$ cat src/rtl/core/tovu_pkg.sv
// ----------------------------------------------------------------------------
// Tracked object velocity update: shared package
// Field widths, item kinds and the structs that pass between the control
// logic, the two divider lanes and the merge stage.
// ----------------------------------------------------------------------------
package tovu_pkg;

   // Position and velocity fields are fixed by the stream format.
   localparam int POS_W       = 16;
   localparam int VEL_W       = POS_W + 1;
   localparam int STEP_W      = $clog2(POS_W);
   localparam int REQ_TDATA_W = 40;

   // Item kinds carried on req_tuser.
   localparam logic KIND_FRAME = 1'b0;
   localparam logic KIND_START = 1'b1;

   // Command to one divider lane: start strobe with the two positions.
   typedef struct packed {
      logic             start;
      logic [POS_W-1:0] new_pos;
      logic [POS_W-1:0] old_pos;
   } lane_cmd_type;

   // Result of one divider lane.
   typedef struct packed {
      logic                    done;
      logic signed [VEL_W-1:0] vel;
   } lane_rsp_type;

endpackage

$ cat src/rtl/core/tovu_lane.sv
// ----------------------------------------------------------------------------
// Velocity divider lane
// Takes the difference of two positions and divides it by the frame count
// with a restoring divider, one quotient bit per cycle, truncating toward
// zero.
// ----------------------------------------------------------------------------
module tovu_lane
   import tovu_pkg::*;
#(
   parameter int COUNT_WIDTH = 8
) (
   input  logic                   clock,
   input  logic                   reset,
   input  lane_cmd_type           cmd,
   input  logic [COUNT_WIDTH-1:0] divisor,
   output lane_rsp_type           rsp
);

   localparam logic [STEP_W-1:0] LAST_STEP = STEP_W'(POS_W - 1);

   logic                   busy_ff, busy_in;
   logic                   done_ff, done_in;
   logic [STEP_W-1:0]      step_ff, step_in;
   logic [COUNT_WIDTH-1:0] rem_ff, rem_in;
   logic [POS_W-1:0]       quo_ff, quo_in;
   logic [COUNT_WIDTH-1:0] div_ff, div_in;
   logic                   neg_ff, neg_in;

   logic [VEL_W-1:0]       diff;
   logic [VEL_W-1:0]       mag;
   logic [COUNT_WIDTH:0]   shifted;
   logic [COUNT_WIDTH:0]   trial;
   logic                   fits;
   logic [VEL_W-1:0]       quo_ext;

   // Signed difference and its magnitude at the start of a division.
   assign diff = {1'b0, cmd.new_pos} - {1'b0, cmd.old_pos};
   assign mag  = diff[VEL_W-1] ? (~diff + VEL_W'(1)) : diff;

   // One restoring step: shift in the next dividend bit and try a subtract.
   assign shifted = {rem_ff, quo_ff[POS_W-1]};
   assign trial   = shifted - {1'b0, div_ff};
   assign fits    = shifted >= {1'b0, div_ff};

   always_comb begin
      busy_in = busy_ff;
      done_in = 1'b0;
      step_in = step_ff;
      rem_in  = rem_ff;
      quo_in  = quo_ff;
      div_in  = div_ff;
      neg_in  = neg_ff;
      if (cmd.start) begin
         busy_in = 1'b1;
         step_in = '0;
         rem_in  = '0;
         quo_in  = mag[POS_W-1:0];
         neg_in  = diff[VEL_W-1];
         // The counter is never zero; a zero divisor is taken as one.
         div_in  = (divisor == '0) ? COUNT_WIDTH'(1) : divisor;
      end else if (busy_ff) begin
         rem_in  = fits ? trial[COUNT_WIDTH-1:0] : shifted[COUNT_WIDTH-1:0];
         quo_in  = {quo_ff[POS_W-2:0], fits};
         step_in = step_ff + STEP_W'(1);
         if (step_ff == LAST_STEP) begin
            busy_in = 1'b0;
            done_in = 1'b1;
         end
      end
   end

   always_ff @(posedge clock) begin
      if (reset) begin
         busy_ff <= 1'b0;
         done_ff <= 1'b0;
         step_ff <= '0;
      end else begin
         busy_ff <= busy_in;
         done_ff <= done_in;
         step_ff <= step_in;
      end
      rem_ff <= rem_in;
      quo_ff <= quo_in;
      div_ff <= div_in;
      neg_ff <= neg_in;
   end

   // Apply the sign of the difference to the magnitude quotient.
   assign quo_ext  = {1'b0, quo_ff};
   assign rsp.done = done_ff;
   assign rsp.vel  = neg_ff ? (VEL_W'(0) - quo_ext) : quo_ext;

   // A finished division never overlaps a running one.
   assert property (@(posedge clock) disable iff (reset) done_ff |-> !busy_ff)
      else $error("divider lane reports done while still busy");

endmodule

$ cat src/rtl/core/tovu_merge.sv
// ----------------------------------------------------------------------------
// Lane merge and result stage
// Collects the velocities of both lanes into the velocity state and packs
// the track state into the result word register.
// ----------------------------------------------------------------------------
module tovu_merge
   import tovu_pkg::*;
#(
   parameter int HISTORY_LEN = 7,
   parameter int COUNT_WIDTH = 8,
   parameter int RSP_W       = 88
) (
   input  logic                   clock,
   input  logic                   reset,
   input  logic                   clear_vel,
   input  lane_rsp_type           lane_x,
   input  lane_rsp_type           lane_y,
   output logic                   lanes_done,
   input  logic                   load,
   output logic                   load_free,
   input  logic [POS_W-1:0]       pos_x,
   input  logic [POS_W-1:0]       pos_y,
   input  logic [HISTORY_LEN-1:0] history,
   input  logic [COUNT_WIDTH-1:0] count,
   output logic                   rsp_tvalid,
   input  logic                   rsp_tready,
   output logic [RSP_W-1:0]       rsp_tdata
);

   logic [VEL_W-1:0] vel_x_ff, vel_x_in;
   logic [VEL_W-1:0] vel_y_ff, vel_y_in;
   logic             valid_ff, valid_in;
   logic [RSP_W-1:0] data_ff, data_in;

   // Both lanes start together and take the same number of steps.
   assign lanes_done = lane_x.done & lane_y.done;

   // Velocity state: cleared for a new track, taken from the lanes otherwise.
   always_comb begin
      vel_x_in = vel_x_ff;
      vel_y_in = vel_y_ff;
      if (clear_vel) begin
         vel_x_in = '0;
         vel_y_in = '0;
      end else if (lanes_done) begin
         vel_x_in = lane_x.vel;
         vel_y_in = lane_y.vel;
      end
   end

   // Result word register; it can take a new word when empty or draining.
   assign load_free = !valid_ff || rsp_tready;

   always_comb begin
      valid_in = valid_ff;
      data_in  = data_ff;
      if (load) begin
         valid_in = 1'b1;
         data_in  = RSP_W'({count, history, vel_y_ff, vel_x_ff, pos_y, pos_x});
      end else if (rsp_tready) begin
         valid_in = 1'b0;
      end
   end

   always_ff @(posedge clock) begin
      if (reset) begin
         vel_x_ff <= '0;
         vel_y_ff <= '0;
         valid_ff <= 1'b0;
      end else begin
         vel_x_ff <= vel_x_in;
         vel_y_ff <= vel_y_in;
         valid_ff <= valid_in;
      end
      data_ff <= data_in;
   end

   assign rsp_tvalid = valid_ff;
   assign rsp_tdata  = data_ff;

   // The two lanes must always finish in the same cycle.
   assert property (@(posedge clock) disable iff (reset) lane_x.done == lane_y.done)
      else $error("velocity lanes finished in different cycles");

endmodule

$ cat src/rtl/core/tracked_object_velocity_update.sv
// ----------------------------------------------------------------------------
// Tracked object velocity update
// Follows one screen object from frame to frame: position, velocity per
// frame, visibility history and frames since the last sighting.
// ----------------------------------------------------------------------------
// Usage:
//   The req channel takes one word per frame. req_tuser selects a frame
//   update or the start of a new track; req_tdata carries the detected
//   position and the seen flag. For every request word the rsp channel
//   returns one word with the track state after that update.
//   A seen frame update runs the x and y velocity divisions in two lanes
//   side by side, one quotient bit per cycle; when both lanes are done,
//   the result word is loaded in the publish state once the output register
//   is free, and the next request word is taken back in the idle state.
//   Start words and unseen updates skip the divider and go straight to publish.
//   The result word sits in an output register, so a request is taken
//   while an earlier result waits; if rsp_tready stays low, the following
//   result waits in its state and req_tready stays low until it can move.
//   Reset clears the track to position 0, velocity 0, history showing seen
//   now only and a frame count of 1, and drops any pending result word.
// ----------------------------------------------------------------------------
module tracked_object_velocity_update
   import tovu_pkg::*;
#(
   parameter int HISTORY_LEN = 7,
   parameter int COUNT_WIDTH = 8,
   localparam int RSP_BITS   = 2 * POS_W + 2 * VEL_W + HISTORY_LEN + COUNT_WIDTH,
   localparam int RSP_W      = ((RSP_BITS + 7) / 8) * 8
) (
   input  logic                   clock,
   input  logic                   reset,
   // new_x, new_y, seen
   input  logic [REQ_TDATA_W-1:0] req_tdata,
   // kind
   input  logic                   req_tuser,
   input  logic                   req_tvalid,
   output logic                   req_tready,
   // pos_x, pos_y, vel_x, vel_y, history, frames_unseen
   output logic [RSP_W-1:0]       rsp_tdata,
   output logic                   rsp_tvalid,
   input  logic                   rsp_tready
);

   localparam logic [HISTORY_LEN-1:0] HIST_NEWEST = HISTORY_LEN'(1) << (HISTORY_LEN - 1);
   localparam logic [COUNT_WIDTH-1:0] COUNT_ONE   = COUNT_WIDTH'(1);
   localparam logic [COUNT_WIDTH-1:0] COUNT_MAX   = {COUNT_WIDTH{1'b1}};

   typedef enum logic [2:0] {
      ST_IDLE    = 3'b001,
      ST_DIVIDE  = 3'b010,
      ST_PUBLISH = 3'b100
   } state_type;

   state_type              state_ff, state_in;
   logic [POS_W-1:0]       pos_x_ff, pos_x_in;
   logic [POS_W-1:0]       pos_y_ff, pos_y_in;
   logic [HISTORY_LEN-1:0] hist_ff, hist_in;
   logic [COUNT_WIDTH-1:0] count_ff, count_in;

   logic [POS_W-1:0] new_x;
   logic [POS_W-1:0] new_y;
   logic             seen;
   logic             accept;
   logic             is_start;
   logic             seen_update;
   logic             lanes_done;
   logic             load_free;
   logic             load;
   lane_cmd_type     cmd_x;
   lane_cmd_type     cmd_y;
   lane_rsp_type     rsp_x;
   lane_rsp_type     rsp_y;

   // Request word fields.
   assign new_x = req_tdata[POS_W-1:0];
   assign new_y = req_tdata[2*POS_W-1:POS_W];
   assign seen  = req_tdata[2*POS_W];

   assign req_tready  = (state_ff == ST_IDLE);
   assign accept      = req_tvalid && req_tready;
   assign is_start    = (req_tuser == KIND_START);
   assign seen_update = accept && !is_start && seen;
   assign load        = (state_ff == ST_PUBLISH) && load_free;

   // The lanes take the old position before it is replaced.
   assign cmd_x = '{start: seen_update, new_pos: new_x, old_pos: pos_x_ff};
   assign cmd_y = '{start: seen_update, new_pos: new_y, old_pos: pos_y_ff};

   // Track state update and sequencing.
   always_comb begin
      state_in = state_ff;
      pos_x_in = pos_x_ff;
      pos_y_in = pos_y_ff;
      hist_in  = hist_ff;
      count_in = count_ff;
      case (state_ff)
         ST_IDLE: begin
            if (accept) begin
               if (is_start) begin
                  pos_x_in = new_x;
                  pos_y_in = new_y;
                  hist_in  = HIST_NEWEST;
                  count_in = COUNT_ONE;
                  state_in = ST_PUBLISH;
               end else if (seen) begin
                  pos_x_in = new_x;
                  pos_y_in = new_y;
                  hist_in  = (hist_ff >> 1) | HIST_NEWEST;
                  count_in = COUNT_ONE;
                  state_in = ST_DIVIDE;
               end else begin
                  hist_in  = hist_ff >> 1;
                  if (count_ff != COUNT_MAX) begin
                     count_in = count_ff + COUNT_ONE;
                  end
                  state_in = ST_PUBLISH;
               end
            end
         end
         ST_DIVIDE: begin
            if (lanes_done) begin
               state_in = ST_PUBLISH;
            end
         end
         ST_PUBLISH: begin
            if (load_free) begin
               state_in = ST_IDLE;
            end
         end
         default: begin
            state_in = ST_IDLE;
         end
      endcase
   end

   always_ff @(posedge clock) begin
      if (reset) begin
         state_ff <= ST_IDLE;
         pos_x_ff <= '0;
         pos_y_ff <= '0;
         hist_ff  <= HIST_NEWEST;
         count_ff <= COUNT_ONE;
      end else begin
         state_ff <= state_in;
         pos_x_ff <= pos_x_in;
         pos_y_ff <= pos_y_in;
         hist_ff  <= hist_in;
         count_ff <= count_in;
      end
   end

   // Velocity lanes, one per axis, sharing the frame count as divisor.
   tovu_lane #(
      .COUNT_WIDTH(COUNT_WIDTH)
   ) u_lane_x (
      .clock  (clock),
      .reset  (reset),
      .cmd    (cmd_x),
      .divisor(count_ff),
      .rsp    (rsp_x)
   );

   tovu_lane #(
      .COUNT_WIDTH(COUNT_WIDTH)
   ) u_lane_y (
      .clock  (clock),
      .reset  (reset),
      .cmd    (cmd_y),
      .divisor(count_ff),
      .rsp    (rsp_y)
   );

   // Merge of the lane results and the result word register.
   tovu_merge #(
      .HISTORY_LEN(HISTORY_LEN),
      .COUNT_WIDTH(COUNT_WIDTH),
      .RSP_W      (RSP_W)
   ) u_merge (
      .clock     (clock),
      .reset     (reset),
      .clear_vel (accept && is_start),
      .lane_x    (rsp_x),
      .lane_y    (rsp_y),
      .lanes_done(lanes_done),
      .load      (load),
      .load_free (load_free),
      .pos_x     (pos_x_ff),
      .pos_y     (pos_y_ff),
      .history   (hist_ff),
      .count     (count_ff),
      .rsp_tvalid(rsp_tvalid),
      .rsp_tready(rsp_tready),
      .rsp_tdata (rsp_tdata)
   );

   // The newest history bit is set exactly when the count has returned to one.
   assert property (@(posedge clock) disable iff (reset)
      hist_ff[HISTORY_LEN-1] == (count_ff == COUNT_ONE))
      else $error("history and frame count disagree");

   // The frame count never reaches zero.
   assert property (@(posedge clock) disable iff (reset) count_ff != '0)
      else $error("frame count is zero");

   // A start word never enters the divider.
   assert property (@(posedge clock) disable iff (reset)
      accept && is_start |=> state_ff == ST_PUBLISH)
      else $error("start word did not go straight to the result stage");

endmodule

$ cat config.mk
export PLATFORM = sky130hd
export DESIGN_NAME = tracked_object_velocity_update
export DESIGN_NICKNAME = d
export VERILOG_FILES = /design/src/rtl/core/tovu_pkg.sv /design/src/rtl/core/tovu_lane.sv /design/src/rtl/core/tovu_merge.sv /design/src/rtl/core/tracked_object_velocity_update.sv
export SDC_FILE = /design/constraint.sdc
export NUM_CORES = 1
export LEC_CHECK = 0
export BUFFER_PORTS_ARGS = -buffer_cell sky130_fd_sc_hd__buf_2
export CORE_MARGIN = 1
export CORE_UTILIZATION = 50
export DETAILED_ROUTE_END_ITERATION = 8
export GPL_TIMING_DRIVEN = 1
export PLACE_DENSITY_LB_ADDON = 0.12
export SYNTH_ARGS = -nofsm -noshare
export SYNTH_HDL_FRONTEND = slang
export SYNTH_SLANG_ARGS = --single-unit
$ cat constraint.sdc
create_clock -name clock -period 7 [get_ports clock]
set_input_delay 1.4 -clock clock [delete_from_list [all_inputs] [get_ports clock]]
set_output_delay 1.4 -clock clock [all_outputs]
set_load 0.005 [all_outputs]
### Word level (Yosys, flattened, before mapping)

Cells that the tools add are included.

* register bits after elaboration: 236
* bits of input ports: 45
* output and inout port bits: 90
* logic and storage cells: 106

* add/subtract/negate cells: 11
* eq/ne operators: 9
* muxes and demuxes: 35
* reduce and logical (&&, ||, !) cells: 22
* bitwise logic cells: 5
* $lt $le $gt $ge: 2

Operators by type and width (number)
* $mux W16: 10
* $mux W8: 5
* $mux W17: 2
* $sub A1 B16 Y17 const A: 2
* $sub A16 B16 Y17: 2
* $add A16 B1 Y16 const B: 2
* $not A16 Y16: 2
* $ge A9 B8 Y1: 2
* $sub A8 B8 Y8: 2
* $mux W3: 5
* $mux W7: 2
* $mux W1: 10
* $pmux W3 S3: 1
* $reduce_and A3 Y1: 3
* $add A4 B1 Y4 const B: 2
* $add A8 B1 Y8 const B: 1
* $eq A4 B4 Y1 const B: 2
* $logic_not A8 Y1: 1
* $ne A8 B8 Y1 const B: 1
* $reduce_bool A2 Y1: 4
* $reduce_or A3 Y1: 2
* $logic_and A1 B1 Y1: 5
* $ne A2 B2 Y1 const B: 2
* $reduce_or A2 Y1: 2
* 10 further kinds: 12

### Longest topological paths before layout

* depth in word-level cells: 5
* gate-level depth with buffers: 14
* mapped depth without buffers: 14

### Cells and area by module

From an unflattened synthesis, not the netlist that was laid out.

* cell total of the unflattened synthesis: 1298
* area total of the unflattened synthesis: 13020.0 um^2

By module, submodules not included
* tovu_merge: area an instance 4276.6 um^2, cells each 251, sequential area each 3133.0 um^2, instances 1
* tovu_lane at u_lane_x: area an instance 3383.2 um^2, cells each 398, sequential area each 1031.0 um^2, instances 1
* tovu_lane at u_lane_y: area an instance 3369.5 um^2, cells each 403, sequential area each 1031.0 um^2, instances 1
* tracked_object_velocity_update: area an instance 1990.7 um^2, cells each 246, sequential area each 1001.0 um^2, instances 1

### Worst setup path before layout

No wires, ideal clock.

* path kind: in2reg
* start point: input port req_tdata[16]
* end point: register u_lane_y.quo_ff[14], data pin
* setup time: 0.260 ns
* stages: 13
* arrival time: 3.784 ns
* data required time: 6.740 ns
* path buffers: 0
* path slack: 2.956 ns
* path through: inv_1 > ha_1 > inv_1 > fa_1 > a21o_1 > a221oi_1 > xnor2_1 > a21oi_2 > nand4bb_1 > nor4b_2 > a31oi_1 > xnor2_1 > mux2_2

* cells in the longest elaborated chain, start to end: 5

RTL lines
* from (decl): RTL line tracked_object_velocity_update.sv:33 `input logic [REQ_TDATA_W-1:0] req_tdata,`
* $sub A16 B16 Y17 *: RTL line tovu_lane.sv:37 `assign diff = {1'b0, cmd.new_pos} - {1'b0, cmd.old_pos};`
* $not A16 Y16: RTL line tovu_lane.sv:38 `assign mag = diff[VEL_W-1] ? (~diff + VEL_W'(1)) : diff;`
* $add A16 B1 Y16: RTL line tovu_lane.sv:38
* $mux W16 *: RTL line tovu_lane.sv:38
* $mux W16 *: RTL line tovu_lane.sv:53 `if (cmd.start) begin`
* via u_lane_y.quo_in[14]: RTL line tovu_lane.sv:25 `logic [POS_W-1:0] quo_ff, quo_in;`
* to (signal assigned): RTL line tovu_lane.sv:83 `quo_ff <= quo_in;`
* to (decl): RTL line tovu_lane.sv:25

The timed path passes the listed nets; every way through them passes the cells marked *.
A chain may end at the register's enable or synchronous reset.

### Worst setup path in the final report

* start point: input port req_tdata[0]
* end point: register u_lane_x.quo_ff[5], data pin

* cells in the longest elaborated chain, start to end: 5

RTL lines (RTL line)
* $sub A16 B16 Y17 *: tovu_lane.sv:37
* $not A16 Y16: tovu_lane.sv:38
* $add A16 B1 Y16: tovu_lane.sv:38
* $mux W16 *: tovu_lane.sv:38
* $mux W16 *: tovu_lane.sv:53
* via u_lane_x.quo_in[5]: tovu_lane.sv:25
* to (signal assigned): tovu_lane.sv:83
* to (decl): tovu_lane.sv:25

Marked as above.

==> results.txt <==
* Run status: finished, final reports clean
- Clock tree from TritonCTS: built
- The first routing iteration left approximately 380 violations.
- In this run, CTS created clock tree buffers numbering 26.
* Sw Pwr: between 1 and 1.5 mW
- Most common library cell in the layout ignoring fill and taps: sky130_fd_sc_hd__nand2_1
- Clock insertion delay at the later pin of the skew report: about 530 ps
- Setup total negative slack on the finished layout was measured at 0 ps.
- The path class of the tightest hold or removal check is flip-flop to flip-flop.
- For this configuration, the core starts out at a cell density of 0.517.
* Total instance count after detailed placement: about 1.6k
- In this run the cell area of the synthesized design comes to roughly 0.012 sq mm.
- Maximum fanout along the worst path: 12
* Total of endpoints with negative setup slack in the final report: 0
* Data required time at the worst endpoint: ~7200 ps
- Die area: 0.0243 sq mm
- Endpoints failing hold: 0
- Main flop type after synthesis: sky130_fd_sc_hd__edfxtp_1
* DP Wirelength: about 17 mm
- CTS-repair resized insts: 0
* Total of max-cap violations: 0
- Dividing total power by cell area gives a power density of roughly 280 mW/mm^2.
* Global routing usage summed across all routing layers: 0.199
* Number of flops mapped to enable cells by yosys: 123
- The internal portion of the total power is 2.67 mW.
* Count of hold-fix buffers inserted at cts: 0
* Num Clock Sinks: ~240
* Post-CTS setup buffer count: 0
* Clock tree skew after final layout: a little over 30 ps
* Initial antenna violation count: 3
- In this run, distinct cell masters in the synthesized netlist total between 70 and 80.
- The share of total power dissipated in combinational logic is 0.211.
- Sequential share of the synthesized area: 0.502
- In this run the number of H-tree levels came out at 1.
- In this run the deepest clock path goes through 3 buffers.
- At the end of the flow the core is filled with cells to 0.590.
* Share of flip-flops with an asynchronous set or reset after synthesis: 0
- Post-route DRC violation count: 0
- The count of final max-slew check failures came to 0.
* Static leakage: 5.21 nW
* Setup crit end kind: flip-flop
- Port buffer count: 120
- Vias: around 8.7k
- Average size of a mapped cell: 9.74 sq um
- The pre-antenna-repair detailed-routing pass consisted of 5 iterations.
- The number of antenna diodes in the final layout is 0.
- From bottom edge to top edge, the die measures ~160 um.
- Total length of routed wires: 24.2 mm
- Cells after Synth: about 1.2k
- Global-route wire length before repair: 39.7 mm
- The core region is about 0.023 sq mm.
- Setup repair after global routing left no endpoint under its margin.
- The worst setup path is of the input port to flip-flop kind.
- Compared with the post-synthesis result, the final layout area differs by 14.1%.
* Average routed wire per standard cell: around 15 um
- The placed instances occupy a cell area of around 0.013 sq mm.
* Clock-pin slew on the worst setup and hold paths: ~60 ps
* Peak Freq: ~0.25 GHz
- The count of nets left with antenna violations once routing finished came out at 0.
* Yosys warning total: 0
- CP arrival: ~4200 ps
- Summed over all layers, the global routing overflow is 0.
- After the last flow step, the layout net total stands at ~1.4k.
- Launching element type of the critical path: input port
- Placer's final routability congestion estimate: 0.855
* Maximum number of pins on one net before global-route repair: 82
- Minimum clock period: roughly 4000 ps
- Average via count per standard cell: around 5.3
- #FFs+latches synth: ~240
* I/O pin total: 135
- For this run, the number of standard cells in the final layout without fillers is 1649.
* Clock network fraction of total power: 0.359
* Hold Slack: 423 ps
- Clock tree synthesis selected as its root buffer the cell sky130_fd_sc_hd__clkbuf_16.
- In the layout the commonest cells are sky130_fd_sc_hd__nand2_1 (178), sky130_fd_sc_hd__edfxtp_1 (123), sky130_fd_sc_hd__buf_2 (120), sky130_fd_sc_hd__dfxtp_1 (113), sky130_fd_sc_hd__a21oi_1 (104).
- Row generation in the floorplan step produced 55 rows.
* Total non-filler cell area in the finished layout: around 0.014 sq mm
- In this run the tightest slew margin relative to its limit is 0.244.
- In the final layout, the share of cells above drive strength 1 is 0.142.
* Switching power share of the total: 0.283
- Measured along the x axis, the die boundary spans approximately 160 um.
- Of the available clock period, the critical path in the final layout requires 0.570.
- Transition time at the pin with the least slew margin: about 1100 ps
- IR analysis of the VDD net gives a maximum drop of roughly 0.24 mV.
- Vias in the first global route: about 8.0k
- Sequential share of power: 0.430
## metal layers
metal  up-vias  track usage  routed length [um]
li1       4526            -                   -
met1      4011        0.299               12500
met2       160        0.300               10200
met3        22       0.0344                1160
met4         2       0.0415                 260
met5         -            0                  13
## sequential cells by signal, summed over array words and instances (netlist names), 3 cells and up
name	cells
pos_x_ff	16
u_lane_x.rem_ff	8
u_lane_x.step_ff	4
count_ff	8
u_merge.rsp_tdata	81
u_lane_x.quo_ff	16
u_merge.vel_y_ff	17
u_lane_y.step_ff	4
u_merge.vel_x_ff	17
pos_y_ff	16
state_ff	3
hist_ff	7
u_lane_y.rem_ff	8
u_lane_y.div_ff	8
u_lane_y.quo_ff	16
## final cells by class
type	instances	area, sq um
Sequential cell	236	5960
Inverter	70	263
Fill cell	2008	9390
Clock inverter	15	136
Tap cell	313	392
Timing Repair Buffer	125	638
Multi-Input combinational cell	858	5430
Clock buffer	32	714
## worst paths after layout
| check | from | endpoint | slack (ps) | cells past startpoint |
|---|---|---|---|---|
| worst max-delay path | req_tdata[0] | u_lane_x.quo_ff[5] | 3010 | 14 |
| worst min-delay path | u_merge.vel_x_ff[9] | u_merge.rsp_tdata[41] | 420 | 0 |
| worst max register to register | pos_y_ff[4] | u_lane_y.quo_ff[14] | 3610 | 11 |
| worst min register to register | u_merge.vel_x_ff[9] | u_merge.rsp_tdata[41] | 420 | 0 |
## cell usage after synthesis, types with 4 or more instances
master,instances,area [sq um]
sky130_fd_sc_hd__a211oi_1,28,210
sky130_fd_sc_hd__a21o_1,9,67.6
sky130_fd_sc_hd__a21oi_1,104,521
sky130_fd_sc_hd__a31oi_1,11,68.8
sky130_fd_sc_hd__a41oi_1,5,43.8
sky130_fd_sc_hd__and2_1,4,25.0
sky130_fd_sc_hd__and3_1,14,87.6
sky130_fd_sc_hd__buf_4,7,52.6
sky130_fd_sc_hd__clkbuf_1,44,165
sky130_fd_sc_hd__dfxtp_1,113,2260
sky130_fd_sc_hd__edfxtp_1,123,3690
sky130_fd_sc_hd__fa_1,4,80.1
sky130_fd_sc_hd__ha_1,56,701
sky130_fd_sc_hd__inv_1,69,259
sky130_fd_sc_hd__mux2_2,5,56.3
sky130_fd_sc_hd__mux2i_1,15,150
sky130_fd_sc_hd__nand2_1,178,668
sky130_fd_sc_hd__nand2b_1,18,113
sky130_fd_sc_hd__nand3_1,26,130
sky130_fd_sc_hd__nand4_1,11,68.8
sky130_fd_sc_hd__nor2_1,75,282
sky130_fd_sc_hd__nor2b_1,14,87.6
sky130_fd_sc_hd__nor3_1,16,80.1
sky130_fd_sc_hd__o21a_1,14,105
sky130_fd_sc_hd__o21ai_0,73,365
sky130_fd_sc_hd__o31ai_1,7,52.6
sky130_fd_sc_hd__o41ai_1,6,52.6
sky130_fd_sc_hd__or3_1,9,56.3
sky130_fd_sc_hd__xnor2_1,46,403
sky130_fd_sc_hd__xor2_1,43,377
## power groups by stage
stage	Combinational, mW	Clock [mW]	Sequential, mW
after floorplan	0.622	0	1.61
after CTS	0.787	1.37	1.60
after global routing	0.885	1.43	1.61
after global placement	0.766	0	1.63
after detailed placement	0.782	0	1.63
final	0.784	1.34	1.60
## cell families (layout without fill, tap and decap cells)
family                     count (synthesis)  after routing  synth area share
AOI/OAI and AO/OA                        297            297             0.156
xor gates and xnor gates                  89             89            0.0658
adders and majority gates                 60             60            0.0659
buffers and inverters                    129            242            0.0436
DFF                                      236            236             0.502
muxes                                     20             20            0.0174
other                                      1              7          0.000316
and+or+nand+nor                          385            385             0.149
## critical path, stage by stage
cell and delay [ps]:
sky130_fd_sc_hd__buf_2 90, sky130_fd_sc_hd__inv_1 40, sky130_fd_sc_hd__ha_1 220, sky130_fd_sc_hd__fa_1 400, sky130_fd_sc_hd__nor2b_1 160, sky130_fd_sc_hd__o31a_1 220, sky130_fd_sc_hd__o21bai_1 120, sky130_fd_sc_hd__a41oi_1 280
sky130_fd_sc_hd__a211oi_1 90, sky130_fd_sc_hd__a21oi_1 400, sky130_fd_sc_hd__inv_1 300, sky130_fd_sc_hd__o31ai_1 160, sky130_fd_sc_hd__xor2_1 210, sky130_fd_sc_hd__o21ai_0 120
## stage by stage
| stage | power (mW) | setup WS, ps |
|---|---|---|
| 6_report | 3.73 | 3010 |
| 5_1_grt | 3.93 | 2720 |
| 4_1_cts | 3.75 | 3030 |
| 3_5_place_dp | 2.41 | 2480 |
| 3_3_place_gp | 2.39 | 2500 |
| 2_1_floorplan | 2.23 | 2960 |
Power figures use the tool's default switching activity.
